==> config.mk <==
export PLATFORM = sky130hd
export DESIGN_NAME = battery_level_monitor_top
export DESIGN_NICKNAME = d
export VERILOG_FILES = /design/src/design/blm_pkg.sv /design/src/design/blm_ucode_rom.sv /design/src/design/blm_div.sv /design/src/design/blm_dp.sv /design/src/design/battery_level_monitor_top.sv
export SDC_FILE = /design/constraint.sdc
export NUM_CORES = 1
export LEC_CHECK = 0
export ABC_AREA = 1
export BUFFER_PORTS_ARGS = -buffer_cell sky130_fd_sc_hd__clkbuf_2
export CORE_AREA = 5 5 216 218
export CTS_CLUSTER_DIAMETER = 200
export CTS_CLUSTER_SIZE = 25
export DETAILED_ROUTE_END_ITERATION = 16
export DIE_AREA = 0 0 221 223
export GPL_ROUTABILITY_DRIVEN = 1
export HOLD_SLACK_MARGIN = 0.08
export SLEW_MARGIN = 20
export SYNTH_ARGS = -nofsm -noshare
export SYNTH_HDL_FRONTEND = slang
export SYNTH_SLANG_ARGS = --single-unit
export TNS_END_PERCENT = 30
==> constraint.sdc <==
create_clock -name clk -period 10.1 [get_ports clk]
set_clock_uncertainty 0.05 [all_clocks]
set_input_delay 2.02 -clock clk [delete_from_list [all_inputs] [get_ports clk]]
set_output_delay 2.02 -clock clk [all_outputs]
set_load 0.05 [all_outputs]
==> src/design/blm_pkg.sv <==
// shared types, constants and microcode encodings for the battery level monitor
// no dependencies
package blm_pkg;

    // sizing
    localparam int AVG_DEPTH = 4;
    localparam int MV_W      = 14;
    localparam int CFG_W     = 13;
    localparam int CELLS_W   = 3;
    localparam int PCT_W     = 7;
    localparam int LVL_W     = 2;
    localparam int SLOT_W    = (AVG_DEPTH > 1) ? $clog2(AVG_DEPTH) : 1;
    localparam int FILL_W    = $clog2(AVG_DEPTH + 1);
    localparam int SUM_W     = MV_W + $clog2(AVG_DEPTH);
    localparam int PROD_W    = MV_W + PCT_W;
    localparam int DIV_RAW_W = (SUM_W > PROD_W) ? SUM_W : PROD_W;
    localparam int DIV_N_W   = DIV_RAW_W + (DIV_RAW_W % 2);
    localparam int DIV_D_W   = (CFG_W > FILL_W) ? CFG_W : FILL_W;
    localparam int DIV_ITER  = DIV_N_W / 2;
    localparam int DIV_CNT_W = $clog2(DIV_ITER + 1);
    localparam int CFG_IDX_W = 3;

    localparam logic [PCT_W-1:0]   PCT_FULL  = 7'd100;
    localparam logic [CELLS_W-1:0] MAX_CELLS = 3'd4;

    // level codes
    localparam logic [LVL_W-1:0] LVL_OK   = 2'd0;
    localparam logic [LVL_W-1:0] LVL_LOW  = 2'd1;
    localparam logic [LVL_W-1:0] LVL_CRIT = 2'd2;

    // configuration register indexes
    localparam logic [CFG_IDX_W-1:0] CFG_FULL   = 3'd0;
    localparam logic [CFG_IDX_W-1:0] CFG_CUTOFF = 3'd1;
    localparam logic [CFG_IDX_W-1:0] CFG_LOW    = 3'd2;
    localparam logic [CFG_IDX_W-1:0] CFG_CRIT   = 3'd3;
    localparam logic [CFG_IDX_W-1:0] CFG_CELLS  = 3'd4;

    // microcode: datapath operations
    localparam int OP_W = 4;
    localparam logic [OP_W-1:0] OP_NOP      = 4'd0;
    localparam logic [OP_W-1:0] OP_STORE    = 4'd1;
    localparam logic [OP_W-1:0] OP_READ     = 4'd2;
    localparam logic [OP_W-1:0] OP_ACC      = 4'd3;
    localparam logic [OP_W-1:0] OP_DIV_AVG  = 4'd4;
    localparam logic [OP_W-1:0] OP_SAVE_AVG = 4'd5;
    localparam logic [OP_W-1:0] OP_SAVE_CEL = 4'd6;
    localparam logic [OP_W-1:0] OP_PREP     = 4'd7;
    localparam logic [OP_W-1:0] OP_DIV_PCT  = 4'd8;
    localparam logic [OP_W-1:0] OP_SAVE_PCT = 4'd9;
    localparam logic [OP_W-1:0] OP_FINISH   = 4'd10;

    // microcode: jump conditions
    localparam int COND_W = 3;
    localparam logic [COND_W-1:0] CND_NEVER    = 3'd0;
    localparam logic [COND_W-1:0] CND_ALWAYS   = 3'd1;
    localparam logic [COND_W-1:0] CND_NO_REQ   = 3'd2;
    localparam logic [COND_W-1:0] CND_MORE     = 3'd3;
    localparam logic [COND_W-1:0] CND_DIV_BUSY = 3'd4;
    localparam logic [COND_W-1:0] CND_CLAMP    = 3'd5;
    localparam logic [COND_W-1:0] CND_OUT_FULL = 3'd6;

    // microcode: program steps
    localparam int STEP_W = 4;
    localparam logic [STEP_W-1:0] ST_IDLE     = 4'd0;
    localparam logic [STEP_W-1:0] ST_READ     = 4'd1;
    localparam logic [STEP_W-1:0] ST_ACC      = 4'd2;
    localparam logic [STEP_W-1:0] ST_DIV_AVG  = 4'd3;
    localparam logic [STEP_W-1:0] ST_WAIT_AVG = 4'd4;
    localparam logic [STEP_W-1:0] ST_SAVE_AVG = 4'd5;
    localparam logic [STEP_W-1:0] ST_WAIT_CEL = 4'd6;
    localparam logic [STEP_W-1:0] ST_SAVE_CEL = 4'd7;
    localparam logic [STEP_W-1:0] ST_PREP     = 4'd8;
    localparam logic [STEP_W-1:0] ST_DIV_PCT  = 4'd9;
    localparam logic [STEP_W-1:0] ST_WAIT_PCT = 4'd10;
    localparam logic [STEP_W-1:0] ST_SAVE_PCT = 4'd11;
    localparam logic [STEP_W-1:0] ST_FINISH   = 4'd12;
    localparam logic [STEP_W-1:0] ST_RETURN   = 4'd13;

    typedef struct packed {
        logic [OP_W-1:0]   op;
        logic [COND_W-1:0] cond;
        logic [STEP_W-1:0] target;
    } ucode_t;

    typedef struct packed {
        logic more;
        logic div_busy;
        logic clamp;
    } dp_status_t;

    typedef struct packed {
        logic [CFG_W-1:0]   full_cell_mv;
        logic [CFG_W-1:0]   cutoff_cell_mv;
        logic [CFG_W-1:0]   low_cell_mv;
        logic [CFG_W-1:0]   critical_cell_mv;
        logic [CELLS_W-1:0] cells_in_series;
    } cfg_t;

    typedef struct packed {
        logic [MV_W-1:0]  avg_pack_mv;
        logic [MV_W-1:0]  avg_cell_mv;
        logic [PCT_W-1:0] charge_percent;
        logic [LVL_W-1:0] level_state;
        logic             state_changed;
    } result_t;

endpackage

==> src/design/blm_ucode_rom.sv <==
// control store: one control word per program step
// depends on blm_pkg
module blm_ucode_rom (
    input  logic [blm_pkg::STEP_W-1:0] step,
    output blm_pkg::ucode_t            word
);
    import blm_pkg::*;

    always_comb
    begin
        case (step)
            ST_IDLE:     word = '{OP_STORE,    CND_NO_REQ,   ST_IDLE};
            ST_READ:     word = '{OP_READ,     CND_NEVER,    ST_IDLE};
            ST_ACC:      word = '{OP_ACC,      CND_MORE,     ST_READ};
            ST_DIV_AVG:  word = '{OP_DIV_AVG,  CND_NEVER,    ST_IDLE};
            ST_WAIT_AVG: word = '{OP_NOP,      CND_DIV_BUSY, ST_WAIT_AVG};
            ST_SAVE_AVG: word = '{OP_SAVE_AVG, CND_NEVER,    ST_IDLE};
            ST_WAIT_CEL: word = '{OP_NOP,      CND_DIV_BUSY, ST_WAIT_CEL};
            ST_SAVE_CEL: word = '{OP_SAVE_CEL, CND_NEVER,    ST_IDLE};
            ST_PREP:     word = '{OP_PREP,     CND_NEVER,    ST_IDLE};
            ST_DIV_PCT:  word = '{OP_DIV_PCT,  CND_CLAMP,    ST_FINISH};
            ST_WAIT_PCT: word = '{OP_NOP,      CND_DIV_BUSY, ST_WAIT_PCT};
            ST_SAVE_PCT: word = '{OP_SAVE_PCT, CND_NEVER,    ST_IDLE};
            ST_FINISH:   word = '{OP_FINISH,   CND_OUT_FULL, ST_FINISH};
            ST_RETURN:   word = '{OP_NOP,      CND_ALWAYS,   ST_IDLE};
            default:     word = '{OP_NOP,      CND_ALWAYS,   ST_IDLE};
        endcase
    end

endmodule

==> src/design/blm_div.sv <==
// shared unsigned restoring divider, two quotient bits per cycle
// depends on blm_pkg
module blm_div (
    input  logic                        clk,
    input  logic                        rst_n,
    input  logic                        start,
    input  logic [blm_pkg::DIV_N_W-1:0] dividend,
    input  logic [blm_pkg::DIV_D_W-1:0] divisor,
    output logic                        busy,
    output logic [blm_pkg::DIV_N_W-1:0] quotient
);
    import blm_pkg::*;

    logic                 busy_reg, busy_next;
    logic [DIV_CNT_W-1:0] cnt_reg, cnt_next;
    logic [DIV_D_W-1:0]   rem_reg, rem_next;
    logic [DIV_N_W-1:0]   quo_reg, quo_next;
    logic [DIV_D_W-1:0]   dvs_reg;
    logic [DIV_D_W:0]     part1, part2;
    logic [DIV_D_W-1:0]   rem1;
    logic                 bit1, bit2;

    // two dependent shift-subtract steps
    always_comb
    begin
        part1 = {rem_reg, quo_reg[DIV_N_W-1]};
        bit1  = (part1 >= {1'b0, dvs_reg});
        rem1  = bit1 ? DIV_D_W'(part1 - {1'b0, dvs_reg}) : part1[DIV_D_W-1:0];
        part2 = {rem1, quo_reg[DIV_N_W-2]};
        bit2  = (part2 >= {1'b0, dvs_reg});
        rem_next = bit2 ? DIV_D_W'(part2 - {1'b0, dvs_reg}) : part2[DIV_D_W-1:0];
        quo_next = {quo_reg[DIV_N_W-3:0], bit1, bit2};
        busy_next = busy_reg;
        cnt_next  = cnt_reg;
        if (start)
        begin
            busy_next = 1'b1;
            cnt_next  = '0;
        end
        else if (busy_reg)
        begin
            cnt_next = cnt_reg + 1'b1;
            if (cnt_reg == DIV_CNT_W'(DIV_ITER - 1))
            begin
                busy_next = 1'b0;
            end
        end
    end

    always_ff @(posedge clk or negedge rst_n)
    begin
        if (!rst_n)
        begin
            busy_reg <= 1'b0;
            cnt_reg  <= '0;
        end
        else
        begin
            busy_reg <= busy_next;
            cnt_reg  <= cnt_next;
        end
    end

    always_ff @(posedge clk)
    begin
        if (start)
        begin
            rem_reg <= '0;
            quo_reg <= dividend;
            dvs_reg <= divisor;
        end
        else if (busy_reg)
        begin
            rem_reg <= rem_next;
            quo_reg <= quo_next;
        end
    end

    assign busy     = busy_reg;
    assign quotient = quo_reg;

endmodule

==> src/design/blm_dp.sv <==
// datapath: sample ring, accumulator, divider operand select, percent and level logic
// depends on blm_pkg and blm_div
module blm_dp (
    input  logic                 clk,
    input  logic                 rst_n,
    input  blm_pkg::ucode_t      uc,
    input  logic                 accept,
    input  logic [blm_pkg::MV_W-1:0] pack_mv,
    input  blm_pkg::cfg_t        cfg,
    output blm_pkg::dp_status_t  status,
    output blm_pkg::result_t     result
);
    import blm_pkg::*;

    logic [MV_W-1:0]    ring_mem [AVG_DEPTH];
    logic [SLOT_W-1:0]  slot_reg, slot_next;
    logic [FILL_W-1:0]  fill_reg, fill_next;
    logic [LVL_W-1:0]   last_level_reg;
    logic [FILL_W-1:0]  idx_reg;
    logic [MV_W-1:0]    rd_reg;
    logic [SUM_W-1:0]   acc_reg;
    logic [MV_W-1:0]    avg_reg, cell_reg;
    logic [PROD_W-1:0]  prod_reg;
    logic [PCT_W-1:0]   pct_reg;
    logic [LVL_W-1:0]   level_reg, level_now;
    logic               changed_reg;
    logic               clamp_reg;
    logic               div_start, div_busy;
    logic [DIV_N_W-1:0] div_dividend, div_quotient;
    logic [DIV_D_W-1:0] div_divisor;
    logic [CELLS_W-1:0] cells_eff;
    logic [CFG_W-1:0]   span;
    logic [MV_W-1:0]    diff;
    logic               at_full, at_cutoff;

    // saturate the series count to one..four
    always_comb
    begin
        if (cfg.cells_in_series == '0)
        begin
            cells_eff = CELLS_W'(1);
        end
        else if (cfg.cells_in_series > MAX_CELLS)
        begin
            cells_eff = MAX_CELLS;
        end
        else
        begin
            cells_eff = cfg.cells_in_series;
        end
    end

    assign span      = cfg.full_cell_mv - cfg.cutoff_cell_mv;
    assign diff      = cell_reg - {1'b0, cfg.cutoff_cell_mv};
    assign at_full   = (cell_reg >= {1'b0, cfg.full_cell_mv});
    assign at_cutoff = (cell_reg <= {1'b0, cfg.cutoff_cell_mv});

    always_comb
    begin
        if (cell_reg <= {1'b0, cfg.critical_cell_mv})
        begin
            level_now = LVL_CRIT;
        end
        else if (cell_reg <= {1'b0, cfg.low_cell_mv})
        begin
            level_now = LVL_LOW;
        end
        else
        begin
            level_now = LVL_OK;
        end
    end

    // divider operand select
    always_comb
    begin
        div_start    = 1'b0;
        div_dividend = DIV_N_W'(acc_reg);
        div_divisor  = DIV_D_W'(fill_reg);
        case (uc.op)
            OP_DIV_AVG:
            begin
                div_start = 1'b1;
            end
            OP_SAVE_AVG:
            begin
                div_start    = 1'b1;
                div_dividend = DIV_N_W'(div_quotient[MV_W-1:0]);
                div_divisor  = DIV_D_W'(cells_eff);
            end
            OP_DIV_PCT:
            begin
                div_start    = !clamp_reg;
                div_dividend = DIV_N_W'(prod_reg);
                div_divisor  = DIV_D_W'(span);
            end
            default:
            begin
                div_start = 1'b0;
            end
        endcase
    end

    blm_div u_div (
        .clk      (clk),
        .rst_n    (rst_n),
        .start    (div_start),
        .dividend (div_dividend),
        .divisor  (div_divisor),
        .busy     (div_busy),
        .quotient (div_quotient)
    );

    // ring pointers and previous level
    always_comb
    begin
        slot_next = (slot_reg == SLOT_W'(AVG_DEPTH - 1)) ? '0 : SLOT_W'(slot_reg + 1'b1);
        fill_next = (fill_reg < FILL_W'(AVG_DEPTH)) ? FILL_W'(fill_reg + 1'b1) : fill_reg;
    end

    always_ff @(posedge clk or negedge rst_n)
    begin
        if (!rst_n)
        begin
            slot_reg       <= '0;
            fill_reg       <= '0;
            last_level_reg <= LVL_OK;
        end
        else
        begin
            if (uc.op == OP_STORE && accept)
            begin
                slot_reg <= slot_next;
                fill_reg <= fill_next;
            end
            if (uc.op == OP_PREP)
            begin
                last_level_reg <= level_now;
            end
        end
    end

    // ring storage, registered read
    always_ff @(posedge clk)
    begin
        if (uc.op == OP_STORE && accept)
        begin
            ring_mem[slot_reg] <= pack_mv;
        end
        if (uc.op == OP_READ)
        begin
            rd_reg <= ring_mem[idx_reg[SLOT_W-1:0]];
        end
    end

    always_ff @(posedge clk)
    begin
        case (uc.op)
            OP_STORE:
            begin
                acc_reg <= '0;
                idx_reg <= '0;
            end
            OP_READ:
            begin
                idx_reg <= FILL_W'(idx_reg + 1'b1);
            end
            OP_ACC:
            begin
                acc_reg <= SUM_W'(acc_reg + SUM_W'(rd_reg));
            end
            OP_SAVE_AVG:
            begin
                avg_reg <= div_quotient[MV_W-1:0];
            end
            OP_SAVE_CEL:
            begin
                cell_reg <= div_quotient[MV_W-1:0];
            end
            OP_PREP:
            begin
                level_reg   <= level_now;
                changed_reg <= (level_now != last_level_reg);
                clamp_reg   <= at_full || at_cutoff;
                pct_reg     <= at_full ? PCT_FULL : '0;
                prod_reg    <= PROD_W'(diff) * PROD_W'(PCT_FULL);
            end
            OP_SAVE_PCT:
            begin
                pct_reg <= div_quotient[PCT_W-1:0];
            end
            default:
            begin
                acc_reg <= acc_reg;
            end
        endcase
    end

    assign status.more     = (idx_reg < fill_reg);
    assign status.div_busy = div_busy;
    assign status.clamp    = clamp_reg;

    assign result.avg_pack_mv    = avg_reg;
    assign result.avg_cell_mv    = cell_reg;
    assign result.charge_percent = pct_reg;
    assign result.level_state    = level_reg;
    assign result.state_changed  = changed_reg;

endmodule

==> src/design/battery_level_monitor_top.sv <==
// battery level monitor top: after acceptance the sequencer reads and sums every stored sample,
// then makes three divider passes for average, per-cell and percentage; a clamped percentage
// skips the last pass; the next request is taken only after the result enters the output register
// async active-low reset clears ring pointers, fill count, stored level and the sequencer
// depends on blm_pkg, blm_ucode_rom, blm_dp
module battery_level_monitor_top (
    input  logic                           clk,
    input  logic                           rst_n,
    // configuration write port
    input  logic                           cfg_we,
    input  logic [blm_pkg::CFG_IDX_W-1:0]  cfg_index,
    input  logic [blm_pkg::CFG_W-1:0]      cfg_data,
    // request channel
    input  logic                           in_valid,
    output logic                           in_ready,
    input  logic [blm_pkg::MV_W-1:0]       pack_mv,
    // result channel
    output logic                           out_valid,
    input  logic                           out_ready,
    output logic [blm_pkg::MV_W-1:0]       avg_pack_mv,
    output logic [blm_pkg::MV_W-1:0]       avg_cell_mv,
    output logic [blm_pkg::PCT_W-1:0]      charge_percent,
    output logic [blm_pkg::LVL_W-1:0]      level_state,
    output logic                           state_changed
);
    import blm_pkg::*;

    // configuration registers
    cfg_t cfg_reg;

    // sequencer
    logic [STEP_W-1:0] step_reg, step_next;
    ucode_t            uc;
    dp_status_t        st;
    result_t           res;
    logic              accept;
    logic              jump;

    // output register
    logic              out_valid_reg;
    result_t           out_reg;
    logic              out_full;
    logic              load_out;

    always_ff @(posedge clk or negedge rst_n)
    begin
        if (!rst_n)
        begin
            cfg_reg.full_cell_mv     <= CFG_W'(4200);
            cfg_reg.cutoff_cell_mv   <= CFG_W'(3000);
            cfg_reg.low_cell_mv      <= CFG_W'(3400);
            cfg_reg.critical_cell_mv <= CFG_W'(3200);
            cfg_reg.cells_in_series  <= CELLS_W'(1);
        end
        else if (cfg_we)
        begin
            case (cfg_index)
                CFG_FULL:   cfg_reg.full_cell_mv     <= cfg_data;
                CFG_CUTOFF: cfg_reg.cutoff_cell_mv   <= cfg_data;
                CFG_LOW:    cfg_reg.low_cell_mv      <= cfg_data;
                CFG_CRIT:   cfg_reg.critical_cell_mv <= cfg_data;
                CFG_CELLS:  cfg_reg.cells_in_series  <= cfg_data[CELLS_W-1:0];
                default:    cfg_reg <= cfg_reg;  // unknown index ignored
            endcase
        end
    end

    // control word for the current step
    blm_ucode_rom u_rom (
        .step (step_reg),
        .word (uc)
    );

    // the idle step is the only one that takes a request
    assign in_ready = (uc.op == OP_STORE);
    assign accept   = in_valid && in_ready;

    // output slot is busy while a result waits and is not taken this cycle
    assign out_full = out_valid_reg && !out_ready;
    assign load_out = (uc.op == OP_FINISH) && !out_full;

    // jump condition select
    always_comb
    begin
        case (uc.cond)
            CND_NEVER:    jump = 1'b0;
            CND_ALWAYS:   jump = 1'b1;
            CND_NO_REQ:   jump = !accept;
            CND_MORE:     jump = st.more;
            CND_DIV_BUSY: jump = st.div_busy;
            CND_CLAMP:    jump = st.clamp;
            CND_OUT_FULL: jump = out_full;
            default:      jump = 1'b1;
        endcase
        step_next = jump ? uc.target : STEP_W'(step_reg + 1'b1);
    end

    always_ff @(posedge clk or negedge rst_n)
    begin
        if (!rst_n)
        begin
            step_reg <= ST_IDLE;
        end
        else
        begin
            step_reg <= step_next;
        end
    end

    // datapath
    blm_dp u_dp (
        .clk     (clk),
        .rst_n   (rst_n),
        .uc      (uc),
        .accept  (accept),
        .pack_mv (pack_mv),
        .cfg     (cfg_reg),
        .status  (st),
        .result  (res)
    );

    // result register, decouples the sequencer from the consumer
    always_ff @(posedge clk or negedge rst_n)
    begin
        if (!rst_n)
        begin
            out_valid_reg <= 1'b0;
        end
        else if (load_out)
        begin
            out_valid_reg <= 1'b1;
        end
        else if (out_ready)
        begin
            out_valid_reg <= 1'b0;
        end
    end

    always_ff @(posedge clk)
    begin
        if (load_out)
        begin
            out_reg <= res;
        end
    end

    assign out_valid      = out_valid_reg;
    assign avg_pack_mv    = out_reg.avg_pack_mv;
    assign avg_cell_mv    = out_reg.avg_cell_mv;
    assign charge_percent = out_reg.charge_percent;
    assign level_state    = out_reg.level_state;
    assign state_changed  = out_reg.state_changed;

    // an accepted request moves the sequencer straight into the ring sum
    a_accept_starts : assert property (@(posedge clk) disable iff (!rst_n)
        accept |=> (step_reg == ST_READ))
        else $error("sequencer did not leave idle after a request");

    // the shared divider is never restarted mid-division at the average and per-cell starts
    a_div_free : assert property (@(posedge clk) disable iff (!rst_n)
        (uc.op == OP_DIV_AVG || uc.op == OP_SAVE_AVG) |-> !st.div_busy)
        else $error("divider started while busy");

    // a taken result with nothing new behind it empties the output slot
    a_out_drain : assert property (@(posedge clk) disable iff (!rst_n)
        (out_valid && out_ready && !load_out) |=> !out_valid)
        else $error("result delivered twice");

    // percentage and level stay in range on every delivered result
    a_out_range : assert property (@(posedge clk) disable iff (!rst_n)
        out_valid |-> (charge_percent <= PCT_FULL && level_state <= LVL_CRIT))
        else $error("result field out of range");

endmodule
# Word level (Yosys, flattened, before mapping)
# Memories as Yosys holds them, arrays and structs flattened. A register that Yosys moved wholly into a read port is not among the register bits.
# Index checks and enable logic that the tools add are counted.
word_totals:
  regBits: 235
  ramBits: 56
  rom_bits: 176
  inputBits: 35
  output_inout_bits: 40
  memories: 2
memory_table:
  columns: ["name", "words", "width", "read_ports", "rd_ports_with_merged_regs", "wr", "line", "text"]
  rows:
  - ["(no name shown)", 16, 11, 1, 0, 0, "blm_ucode_rom.sv:11", "case (step)"]
  - ["u_dp.ring_mem", 4, 14, 1, 1, 1, "blm_dp.sv:15", "logic [MV_W-1:0] ring_mem [AVG_DEPTH];"]
classes:
  addsub: 10
  n_mul: 1
  order_cmp: 9
  n_eq_ne: 23
  mux: 27
  n_reduce_logical: 25
ops:
  columns: ["operator", "count"]
  rows:
  - ["two-way mux 22 bit", 2]
  - ["greater-or-equal comparator 14 x 13 -> 1 bit", 3]
  - ["<= comparator 14 x 13 -> 1 bit", 3]
  - ["case mux 21 bit (2 select lines)", 1]
  - ["subtractor 13 bit", 3]
  - ["case mux 16 bit (2 select lines)", 1]
  - ["two-way mux 13 bit", 2]
  - ["case mux 13 bit (2 select lines)", 1]
  - ["multiplier 14 x 5 -> 19 bit (second input constant)", 1]
  - ["adder 16 x 14 -> 16 bit", 1]
  - ["equality test 4 x 3 -> 1 bit (second input constant)", 4]
  - ["equality test 4 bit (second input constant)", 4]
  - ["case mux 7 bit (2 select lines)", 1]
  - ["AND reduction 2 bit", 7]
  - ["subtractor 14 x 13 -> 14 bit", 1]
  - ["equality test 3 x 2 -> 1 bit (second input constant)", 4]
  - ["equality test 3 bit (second input constant)", 4]
  - ["two-way mux 4 bit", 3]
  - ["nonzero test 2 bit", 5]
  - ["logical NOT 3 bit", 3]
  - ["adder 4 x 1 -> 4 bit (second input constant)", 2]
  - ["equality test 4 x 2 -> 1 bit (second input constant)", 2]
  - ["two-way mux 1 bit", 8]
  - ["two-way mux 7 bit", 1]
  - ["19 further kinds", 28]

# Depth between registers and ports, before layout
# Gate-level depths: netlist (run 1).
# An unclocked memory read counts as a cell.
depth:
  depth_word: 6
  ltp_mapped: 28
  depth_no_buf: 26

# Hierarchy
# Synthesis (run 1) repeated with hierarchy kept, for this count alone.
unflattened:
  hier_cells: 1993
  area_unflattened_um2: 18310.1
modules_own_cells:
  columns: ["mod", "instances", "cells_each", "area_each_um2"]
  rows:
  - ["blm_dp", 1, 1137, 10386.2]
  - ["blm_div", 1, 529, 3902.5]
  - ["battery_level_monitor_top", 1, 282, 3718.6]
  - ["blm_ucode_rom", 1, 45, 302.8]

# Least setup slack after synthesis (run 1)
# OpenSTA, ideal clock, no wires.
synth_path:
  path_type: "reg2reg"
  startpoint: "register cfg_reg[29] in the netlist's numbering"
  endpoint: "register u_dp.prod_reg[20], data pin"
  setup_ps: 260
  t_arrival_ps: 4217
  path_slack_ps: 5572
  path_stages_with_launch: 25
  path_buffers: 0
  synth_period_minus_slack_ps: 4528
  cell_sequence: "dfrtp_1 > ha_1 > fa_1 > o21ai_0 > a21oi_1 > o21bai_1 > nand3_1 > nand2_1 > nand2_1 > nand3_1 > nand2_1 > nand2_1 > ha_1 > ha_1 > inv_1 > fa_1 > inv_1 > ha_1 > nand2_1 > a21oi_1 > a211oi_1 > nand3_1 > nand3_1 > nand3_1 > xor2_1"
synth_via:
  elab_chain_len: 2
synth_rtl:
  columns: ["item", "line", "text"]
  rows:
  - ["start: declaration", "battery_level_monitor_top.sv:29", "cfg_t cfg_reg;"]
  - ["start signal: assignment", "battery_level_monitor_top.sv:63", "default: cfg_reg <= cfg_reg;"]
  - ["subtractor 14 x 13 -> 14 bit", "blm_dp.sv:54", "assign diff = cell_reg - {1'b0, cfg.cutoff_cell_mv};"]
  - ["multiplier 14 x 5 -> 19 bit", "blm_dp.sv:186", "prod_reg <= PROD_W'(diff) * PROD_W'(PCT_FULL);"]
  - ["end signal: assignment", "blm_dp.sv:186", null]
  - ["end: declaration", "blm_dp.sv:23", "logic [PROD_W-1:0] prod_reg;"]
# No other way between the ends.
# A chain may end at the register's enable or synchronous reset.

# Final worst setup path (run 1)
layout_path:
  startpoint: "register u_dp.cell_reg[0]"
  endpoint: "register u_dp.prod_reg[20], data pin"
layout_via:
  elab_chain_len: 2
layout_rtl:
  columns: ["item", "line", "text"]
  rows:
  - ["start: declaration", "blm_dp.sv:22", "logic [MV_W-1:0] avg_reg, cell_reg;"]
  - ["start signal: assignment", "blm_dp.sv:178", "cell_reg <= div_quotient[MV_W-1:0];"]
  - ["subtractor 14 x 13 -> 14 bit", "blm_dp.sv:54", null]
  - ["multiplier 14 x 5 -> 19 bit", "blm_dp.sv:186", null]
# No other way between the ends.

==> results of run 1 <==
per-stage QoR:
stage,instance area [sq um],power [mW],instances
floorplan,17600,4.94,1889
global placement,18600,5.79,2536
detailed placement,18600,5.83,2536
CTS,19000,6.60,2564
global route,19000,7.24,2564
finish,19000,6.57,2564
critical path: cells and delay by family, from the launching register on:
kind | cells | cell delay [ns]
DFF | 1 | 0.36
xor gates and xnor gates | 1 | 0.14
adders and majority gates | 6 | 2.04
and+or+nand+nor | 10 | 1.07
buffers and inverters | 3 | 0.19
AOI/OAI and AO/OA | 5 | 1.05
synthesized netlist by cell type, drive strengths merged:
master	instances
a211oi	4
a21boi	1
a21o	9
a21oi	102
a31o	1
a31oi	19
buf	17
clkbuf	18
clkinv	1
dfrtp	52
dfstp	20
dfxtp	13
edfxtp	220
fa	14
ha	165
inv	297
nand2	402
nand3	97
nand3b	5
nand4	40
nor2	141
nor3	13
nor3b	1
nor4	1
o2111ai	1
o211a	1
o211ai	3
o21a	4
o21ai	142
o21bai	10
o221ai	1
o22ai	14
o311ai	1
o31ai	2
or2	8
xnor2	15
xor2	34
metal layers:
layer / vias up / part of all wire [%] / global-route usage (%)
met3: 54 / 3.9 / 1.88
li1: 6479 / - / -
met4: 0 / 3.0 / 4.72
met2: 236 / 48 / 29.1
met5: - / 0 / 0
met1: 6087 / 45 / 22.0
logic make-up after synthesis:
| group | count (synthesis) | share of synthesized area, % |
|---|---|---|
| buffers and inverters | 333 | 7.52 |
| and+or+nand+nor | 708 | 17.2 |
| AOI/OAI and AO/OA | 315 | 9.97 |
| DFF | 305 | 49.5 |
| xor gates and xnor gates | 49 | 2.44 |
| adders and majority gates | 179 | 13.4 |
cell type report:
class                           instances  area [sq um]  area share (%)
Clock inverter                          1          20.0           0.105
Tap cell                              600           751            3.94
Multi-Input combinational cell       1251          7560            39.7
Sequential cell                       305          8690            45.6
Timing Repair Buffer                   82           437            2.29
Clock buffer                           27           463            2.43
Inverter                              298          1120            5.88
worst paths after layout:
check,from,endpoint,slack [ns],cells past startpoint
max in group asynchronous,rst_n,u_dp.u_div.cnt_reg[3],8.00,1
max reg2reg,u_dp.cell_reg[0],u_dp.prod_reg[20],4.94,25
max,u_dp.cell_reg[0],u_dp.prod_reg[20],4.94,25
min reg2reg,u_dp.avg_reg[9],avg_pack_mv[9],0.37,0
min,u_dp.avg_reg[9],avg_pack_mv[9],0.37,0
min in group asynchronous,rst_n,cfg_reg[18],1.48,1
power by group:
group	total (mW)	switching [mW]	leakage, nW	internal, mW
Combinational	3.77	2.39	5.45	1.38
Clock	0.736	0.413	0.231	0.323
Sequential	2.06	0.217	3.01	1.84
==> reports/qor.txt, run 1 <==
fraction of synthesized cell area taken by the top area cell type -> 37.6%
Tmin final -> 5.16 ns
area leader, netlist -> edfxtp_1
most common cell after layout, fill and taps aside -> nand2_1
die area -> 0.0493 sq mm
cts repair resizes -> 0
GRT Overall Usage -> 16.6%
Detail Placement HPWL -> 32100 um
Clock transition at path regs -> 0.10 ns
layout cells sized above 1 -> 7.94%
Die Span X -> 221 um
fmax -> 194 MHz
hold slack final -> 0.370 ns
fin worst setup slack -> 4.94 ns
clock sink total -> 305
critical path arrival -> 5.39 ns
number of vias per cell -> 5.01
ANT cells -> 0
setup total negative slack -> 0 ns
Worst Tran Pin Value -> 1.07 ns
type of the tightest min-delay check -> reg2reg
DR DRC count -> 0
most frequent cells in the layout -> nand2_1, inv_1, edfxtp_1
first-pass GRT wire length -> 67200 um
Max-Cap Viols -> 0
Largest register FFs -> 56
hold_buf cts -> 0
RSZ-0062 raised after global routing -> no
core area -> 0.0447 sq mm
clk root buf -> clkbuf_16
fillcell total -> 4476
ANT nets after route -> 0
die height -> 223 um
sequential fraction of the synthesis area -> 49.5%
Clk Latency, worst-skew pair -> 0.53 ns
outcome -> completed
largest net degree at the start of global routing -> 73
TritonCTS clock tree -> built
Pwr Density -> 345 mW/mm^2
row count -> 78
YS warnings -> 0
cts bufs inserted -> 16
initial antenna violation count -> 1
drt pass-1 iters -> 5
Worst setup SP type -> register
hold violation total from the final report -> 0
via count -> 12900
synthesized cell area -> 0.0176 sq mm
max-slew violations -> 0
Synth Instances -> 1889
Avg WL per Cell -> 16.2 um
leakage power -> 8.68 nW
synth top area cells -> edfxtp_1, ha_1, nand2_1
slowest cell delay on critical path -> 0.53 ns
Critical Path RT -> 10.34 ns
setup bufs post-CTS -> 0
nets@finish -> 2168
Synth Register Bits -> 305
dpl ws -> 5.08 ns
Finish-stage setup viols -> 0
Area Growth Syn to Fin -> 8.46%
RD Place Congestion -> 0.905
vias in the first global route -> 12600
H-Tree Depth -> 1
I/O Buffers -> 74
effective utilization at floorplan -> 39.3%
Max VDD drop -> 0.171 mV
cell at the slowest stage of the critical path -> fa_1
grt ovf -> 0
worst-path fanout max -> 5
Setup crit end kind -> register
Syn Area/Cell -> 9.30 sq um
Detailed Route WL -> 41600 um
Unique masters post-synth -> 52
Iter 0 DRT Violations -> 897
final core occ -> 42.6%
critical path type -> reg2reg
final worst-path cycle share -> 51.0%
Syn Nets -> 2103
Top Ports -> 75
headroom to the max-slew limit -> 28.6%
Max clock buf depth -> 3
(Power assumes the default switching activity.)
==> run 2, diff against run 1 <==
clock period = 4.6 ns   (was 10.1 ns; I/O delays follow)
==> reports/qor.txt, run 2 (synthesis gave the netlist of run 1 again) <==
outcome -> completed
crit path from -> cfg_reg[29]
cell at the slowest stage of the critical path -> fa_1
headroom to the max-slew limit -> 35.1% (+6.5 points)
cts bufs inserted -> 16 (unchanged)
type of the tightest min-delay check -> in2async
slowest cell delay on critical path -> 0.53 ns (about the same)
area of the multi-input gates -> 0.00781 sq mm (+3.2%)
Max clock buf depth -> 3 (unchanged)
leakage power -> 8.90 nW (+2.5%)
Clk Latency, worst-skew pair -> 0.54 ns (about the same)
CP bufs+invs -> 2 (-1)
fillcell total -> 4396 (-1.8%)
max-slew violations -> 0 (unchanged)
Most Frequent Cell on Critical Path -> nand3_2
die area -> 0.0493 sq mm (unchanged)
hold slack final -> 0.344 ns (-0.0256 ns)
reg-to-reg startpoint -> cfg_reg[29]
grt ovf -> 0 (unchanged)
Max-Cap Viols -> 0 (unchanged)
Avg WL per Cell -> 16.6 um (+2.1%)
Worst setup SP type -> register
Area after DPL -> 0.0188 sq mm (+1.4%)
effective utilization at floorplan -> 39.3% (unchanged)
Largest register FFs -> 56 (unchanged)
Iter 0 DRT Violations -> 891 (-0.67%)
GRT Overall Usage -> 17.2% (+0.55 points)
Area Growth Syn to Fin -> 11.6%
ANT nets after route -> 0 (unchanged)
vias in the first global route -> 12800 (+0.98%)
critical path type -> reg2reg
final worst-path cycle share -> 95.1% (+44 points)
H-Tree Depth -> 1 (unchanged)
critical path arrival -> 4.58 ns (-0.81 ns)
first-pass GRT wire length -> 68700 um (+2.2%)
RSZ-0062 raised after global routing -> yes
DR DRC count -> 0 (unchanged)
largest net degree at the start of global routing -> 73 (unchanged)
dpl ws -> -0.0973 ns (-5.18 ns)
die height -> 223 um (unchanged)
hold violation total from the final report -> 0 (unchanged)
Detail Placement HPWL -> 33300 um (+3.9%)
Max VDD drop -> 0.592 mV (+250%)
Cell Count, Final, Fillers Out -> 2604 (+1.6%)
clk root buf -> clkbuf_16
fmax -> 229 MHz (+18%)
Placed Cells -> 2570 (+1.3%)
register area -> 0.00869 sq mm (unchanged)
Clock transition at path regs -> 0.12 ns (+0.02 ns)
clock sink total -> 305 (unchanged)
Finish-stage setup viols -> 0 (unchanged)
Detailed Route WL -> 43100 um (+3.7%)
Tmin final -> 4.37 ns (-0.783 ns)
RD Place Congestion -> 0.939 (+3.7%)
core area -> 0.0447 sq mm (unchanged)
nets@finish -> 2208 (+1.8%)
row count -> 78 (unchanged)
final core occ -> 43.8% (+1.2 points)
final instance area -> 0.0196 sq mm (+2.9%)
Die Span X -> 221 um (unchanged)
fin worst setup slack -> 0.227 ns (-4.72 ns)
CP Cell Sequence -> ha_4 > fa_2 > o21ai_4 > a21oi_2 > o21bai_1 > nand3_1 > nand2_2 > xor2_1 > ha_1 > ha_1 > inv_1 > fa_1 > inv_1 > ha_4 > nand2_2 > a21oi_2 > a211oi_2 > nand3_2 > nand3_2 > nand3_2 > xor2_1
setup total negative slack -> 0 ns (unchanged)
Setup crit end kind -> register
CP delay by family, top -> adder cells
Final Power -> 15.4 mW (+140%)
Worst Tran Pin Value -> 0.971 ns (-0.0976 ns)
TritonCTS clock tree -> built
number of vias per cell -> 4.98 (-0.67%)
Critical Path RT -> 4.81 ns (-5.53 ns)
via count -> 13000 (+0.88%)
Pwr Density -> 788 mW/mm^2 (+130%)
initial antenna violation count -> 1 (unchanged)
layout cells sized above 1 -> 11.8% (+3.8 points)
worst-path fanout max -> 4 (-1)
ANT cells -> 0 (unchanged)
most frequent cells in the layout -> nand2_1, inv_1, edfxtp_1
most common cell after layout, fill and taps aside -> nand2_1
drt pass-1 iters -> 5 (unchanged)
Top Ports -> 75 (unchanged)
I/O Buffers -> 74 (unchanged)
==> run 2: cell count changes in the layout (fill, tap and decap cells not counted), sizes merged <==
| cell | delta |
|---|---|
| buf | +40 |
==> run 2: path summary, 6_finish.rpt <==
path	end	slack, ns	depth (start not counted)
worst max-delay path	u_dp.prod_reg[20]	0.23	21
worst min register to register	avg_pack_mv[8]	0.37	0
max in group asynchronous	u_dp.last_level_reg[1]	3.63	1
worst min-delay path	step_reg[0]	0.34	1
min in group clk	avg_pack_mv[8]	0.37	0
worst max register to register	u_dp.prod_reg[20]	0.23	21
==> run 2: layout make-up <==
class / count / share of cell area (%)
Inverter: 298 / 5.72
Tap cell: 600 / 3.83
Clock inverter: 1 / 0.102
Timing Repair Buffer: 122 / 3.76
Sequential cell: 305 / 44.4
Multi-Input combinational cell: 1251 / 39.9
Clock buffer: 27 / 2.36
==> run 2: metal layers <==
layer  up-vias  part of all wire [%]  global-route usage, %
li1       6535                     -                      -
met1      6144                    44                   22.5
met2       241                    49                   30.7
met3        49                   4.4                   1.93
met4         0                   2.5                   4.10
met5         -                     0                      0
==> run 2: where the power goes <==
group / internal, mW / switching (mW)
logic: 3.65 / 5.67
clock network: 0.710 / 0.911
registers: 4.04 / 0.452
total: 8.41 / 7.03
==> run 2: worst reg2reg max path, stage by stage (launching register included) <==
cell	delay, ns
dfrtp_1	0.42
ha_4	0.18
fa_2	0.39
o21ai_4	0.16
a21oi_2	0.07
o21bai_1	0.18
nand3_1	0.11
nand2_2	0.13
xor2_1	0.19
ha_1	0.26
ha_1	0.28
inv_1	0.05
fa_1	0.53
inv_1	0.06
ha_4	0.23
nand2_2	0.07
a21oi_2	0.06
a211oi_2	0.21
nand3_2	0.13
nand3_2	0.10
nand3_2	0.07
xor2_1	0.14
==> run 2: timing repair <==
action                     CTS  global route
setup buffers                0             6
resized for setup            6            46
pin swaps                    2            20
hold buffers                 0             0
setup endpoints to repair    6             9
==> run 3, diff against run 2 <==
clock period = 4.68 ns   (was 4.6 ns; I/O delays follow)
==> reports/qor.txt, run 3 (synthesis gave the netlist of run 1 again) <==
dpl ws -> -0.0173 ns (+0.0800 ns)
Worst Tran Pin Value -> 1.04 ns (+0.0661 ns)
Max-Cap Viols -> 0 (unchanged)
fillcell total -> 4382 (-0.32%)
number of vias per cell -> 4.96 (-0.41%)
GRT Overall Usage -> 16.9% (-0.26 points)
RD Place Congestion -> 0.936 (-0.25%)
Die Span X -> 221 um (unchanged)
outcome -> completed
hold_buf cts -> 0 (unchanged)
grt ovf -> 0 (unchanged)
max-slew violations -> 0 (unchanged)
via count -> 12800 (-0.98%)
I/O Buffers -> 74 (unchanged)
core area -> 0.0447 sq mm (unchanged)
flop2flop setup slack -> 0.19 ns (-0.03 ns)
crit path from -> u_dp.cell_reg[0]
Finish-stage setup viols -> 0 (unchanged)
drt pass-1 iters -> 5 (unchanged)
most common cell after layout, fill and taps aside -> nand2_1
Detail Placement HPWL -> 33100 um (-0.62%)
Worst path depth -> 24 (+14%)
final core occ -> 43.4% (-0.48 points)
critical path type -> reg2reg
clk root buf -> clkbuf_16
clock sink total -> 305 (unchanged)
Tmin final -> 4.49 ns (+0.115 ns)
register area -> 0.00869 sq mm (unchanged)
reg-to-reg endpoint -> u_dp.prod_reg[20]
Worst Setup EP -> u_dp.prod_reg[20]
ANT cells -> 0 (unchanged)
DR DRC count -> 0 (unchanged)
Detailed Route WL -> 42600 um (-1.1%)
Critical Path RT -> 4.92 ns (+0.11 ns)
Max clock buf depth -> 3 (unchanged)
initial antenna violation count -> 1 (unchanged)
fmax -> 223 MHz (-2.6%)
effective utilization at floorplan -> 39.3% (unchanged)
layout cells sized above 1 -> 10.1% (-1.7 points)
cts bufs inserted -> 16 (unchanged)
Pwr Density -> 751 mW/mm^2 (-4.6%)
area of the multi-input gates -> 0.00771 sq mm (-1.3%)
cell count of the worst reg-to-reg path -> 24 (+14%)
largest net degree at the start of global routing -> 73 (unchanged)
TritonCTS clock tree -> built
nets@finish -> 2193 (-0.68%)
fin worst setup slack -> 0.192 ns (-0.0346 ns)
vias in the first global route -> 12800 (+0.016%)
ANT nets after route -> 0 (unchanged)
final worst-path cycle share -> 95.9% (+0.82 points)
Iter 0 DRT Violations -> 891 (unchanged)
hold violation total from the final report -> 0 (unchanged)
Avg WL per Cell -> 16.5 um (-0.56%)
Area Growth Syn to Fin -> 10.3%
CP Cell Sequence -> inv_1 > ha_4 > fa_2 > o21ai_2 > a21oi_2 > o21bai_2 > nand3_2 > nand2_4 > nand2_2 > nand4_1 > nand2_2 > ha_1 > ha_1 > inv_1 > fa_1 > inv_1 > ha_4 > nand2_1 > a21oi_1 > a211oi_1 > nand3_1 > nand3_1 > nand3_1 > xor2_1
critical path arrival -> 4.72 ns (+0.14 ns)
die height -> 223 um (unchanged)
hold slack final -> 0.372 ns (+0.0284 ns)
Cell Count, Final, Fillers Out -> 2589 (-0.58%)
Clock transition at path regs -> 0.11 ns (about the same)
Largest register FFs -> 56 (unchanged)
H-Tree Depth -> 1 (unchanged)
CP bufs+invs -> 3 (+1)
final instance area -> 0.0194 sq mm (-1.1%)
Worst setup SP type -> register
cell at the slowest stage of the critical path -> fa_1
reg-to-reg startpoint -> u_dp.cell_reg[0]
worst-path fanout max -> 3 (-1)
headroom to the max-slew limit -> 30.7% (-4.4 points)
most frequent cells in the layout -> nand2_1, inv_1, edfxtp_1
Area after DPL -> 0.0187 sq mm (-0.48%)
slowest cell delay on critical path -> 0.54 ns (about the same)
leakage power -> 8.82 nW (-0.97%)
Max VDD drop -> 0.423 mV (-29%)
first-pass GRT wire length -> 67900 um (-1.2%)
CP delay by family, top -> adder cells
Clk Latency, worst-skew pair -> 0.53 ns (about the same)
Placed Cells -> 2558 (-0.47%)
die area -> 0.0493 sq mm (unchanged)
row count -> 78 (unchanged)
type of the tightest min-delay check -> reg2reg
Setup crit end kind -> register
Top Ports -> 75 (unchanged)
## run 3: changes by cell type in the layout (fill, tap and decap cells not counted), moves of 2 or more
cell | previous run | this run
ha_4 | 9 | 6
nand3_2 | 6 | 3
o21ai_1 | 7 | 5
nand2_1 | 389 | 392
ha_1 | 155 | 159
a21oi_1 | 94 | 100
inv_2 | 10 | 7
a21oi_2 | 7 | 1
buf_4 | 48 | 33
o21ai_0 | 130 | 134
nand2_2 | 10 | 7
nand3_1 | 91 | 93
inv_1 | 287 | 290
## run 3: worst min-delay path by stage
stage / start / to / slack, ns / cells past startpoint
2_1_floorplan: u_dp.avg_reg[0] / avg_pack_mv[0] / 0.35 / 0
3_3_place_gp: u_dp.changed_reg / state_changed / 0.35 / 0
3_5_place_dp: u_dp.pct_reg[4] / charge_percent[4] / 0.35 / 0
4_1_cts: u_dp.pct_reg[4] / charge_percent[4] / 0.37 / 0
5_1_grt: u_dp.avg_reg[3] / avg_pack_mv[3] / 0.38 / 0
6_report: u_dp.avg_reg[3] / avg_pack_mv[3] / 0.37 / 0
## run 3: timing repair
action	in CTS	in global routing
resized for setup	1	25
setup endpoints to repair	1	12
setup buffers	0	3
pin swaps	0	7
## run 3: final cells by class
| cell class | instances | share of cell area, % |
|---|---|---|
| inverter | 298 | 5.78 |
| sequential | 305 | 44.9 |
| timing repair buffer | 107 | 3.22 |
| multi-input combinational | 1251 | 39.8 |
| clock buffer | 27 | 2.39 |
| tap | 600 | 3.87 |
| clock inverter | 1 | 0.103 |
## run 3: layer usage
layer	vias to the layer above	track usage, %	part of all wire (%)
li1	6510	-	-
met1	6067	21.8	44
met2	211	30.4	49
met3	54	1.78	3.7
met4	0	4.68	2.9
met5	-	0	0
## run 3: report_power, final
part / leakage, nW / total (mW) / switching, mW / internal [mW]
Combinational: 5.58 / 8.55 / 5.30 / 3.24
Clock: 0.231 / 1.60 / 0.897 / 0.698
Sequential: 3.01 / 4.41 / 0.442 / 3.97
Total: 8.82 / 14.6 / 6.64 / 7.91
## run 3: through the flow
step           TNS (ns)  power (mW)
5_1_grt         -0.0278        16.0
2_1_floorplan         0        10.7
6_report              0        14.6
4_1_cts               0        14.4
3_5_place_dp    -0.0173        12.7
3_3_place_gp          0        12.6
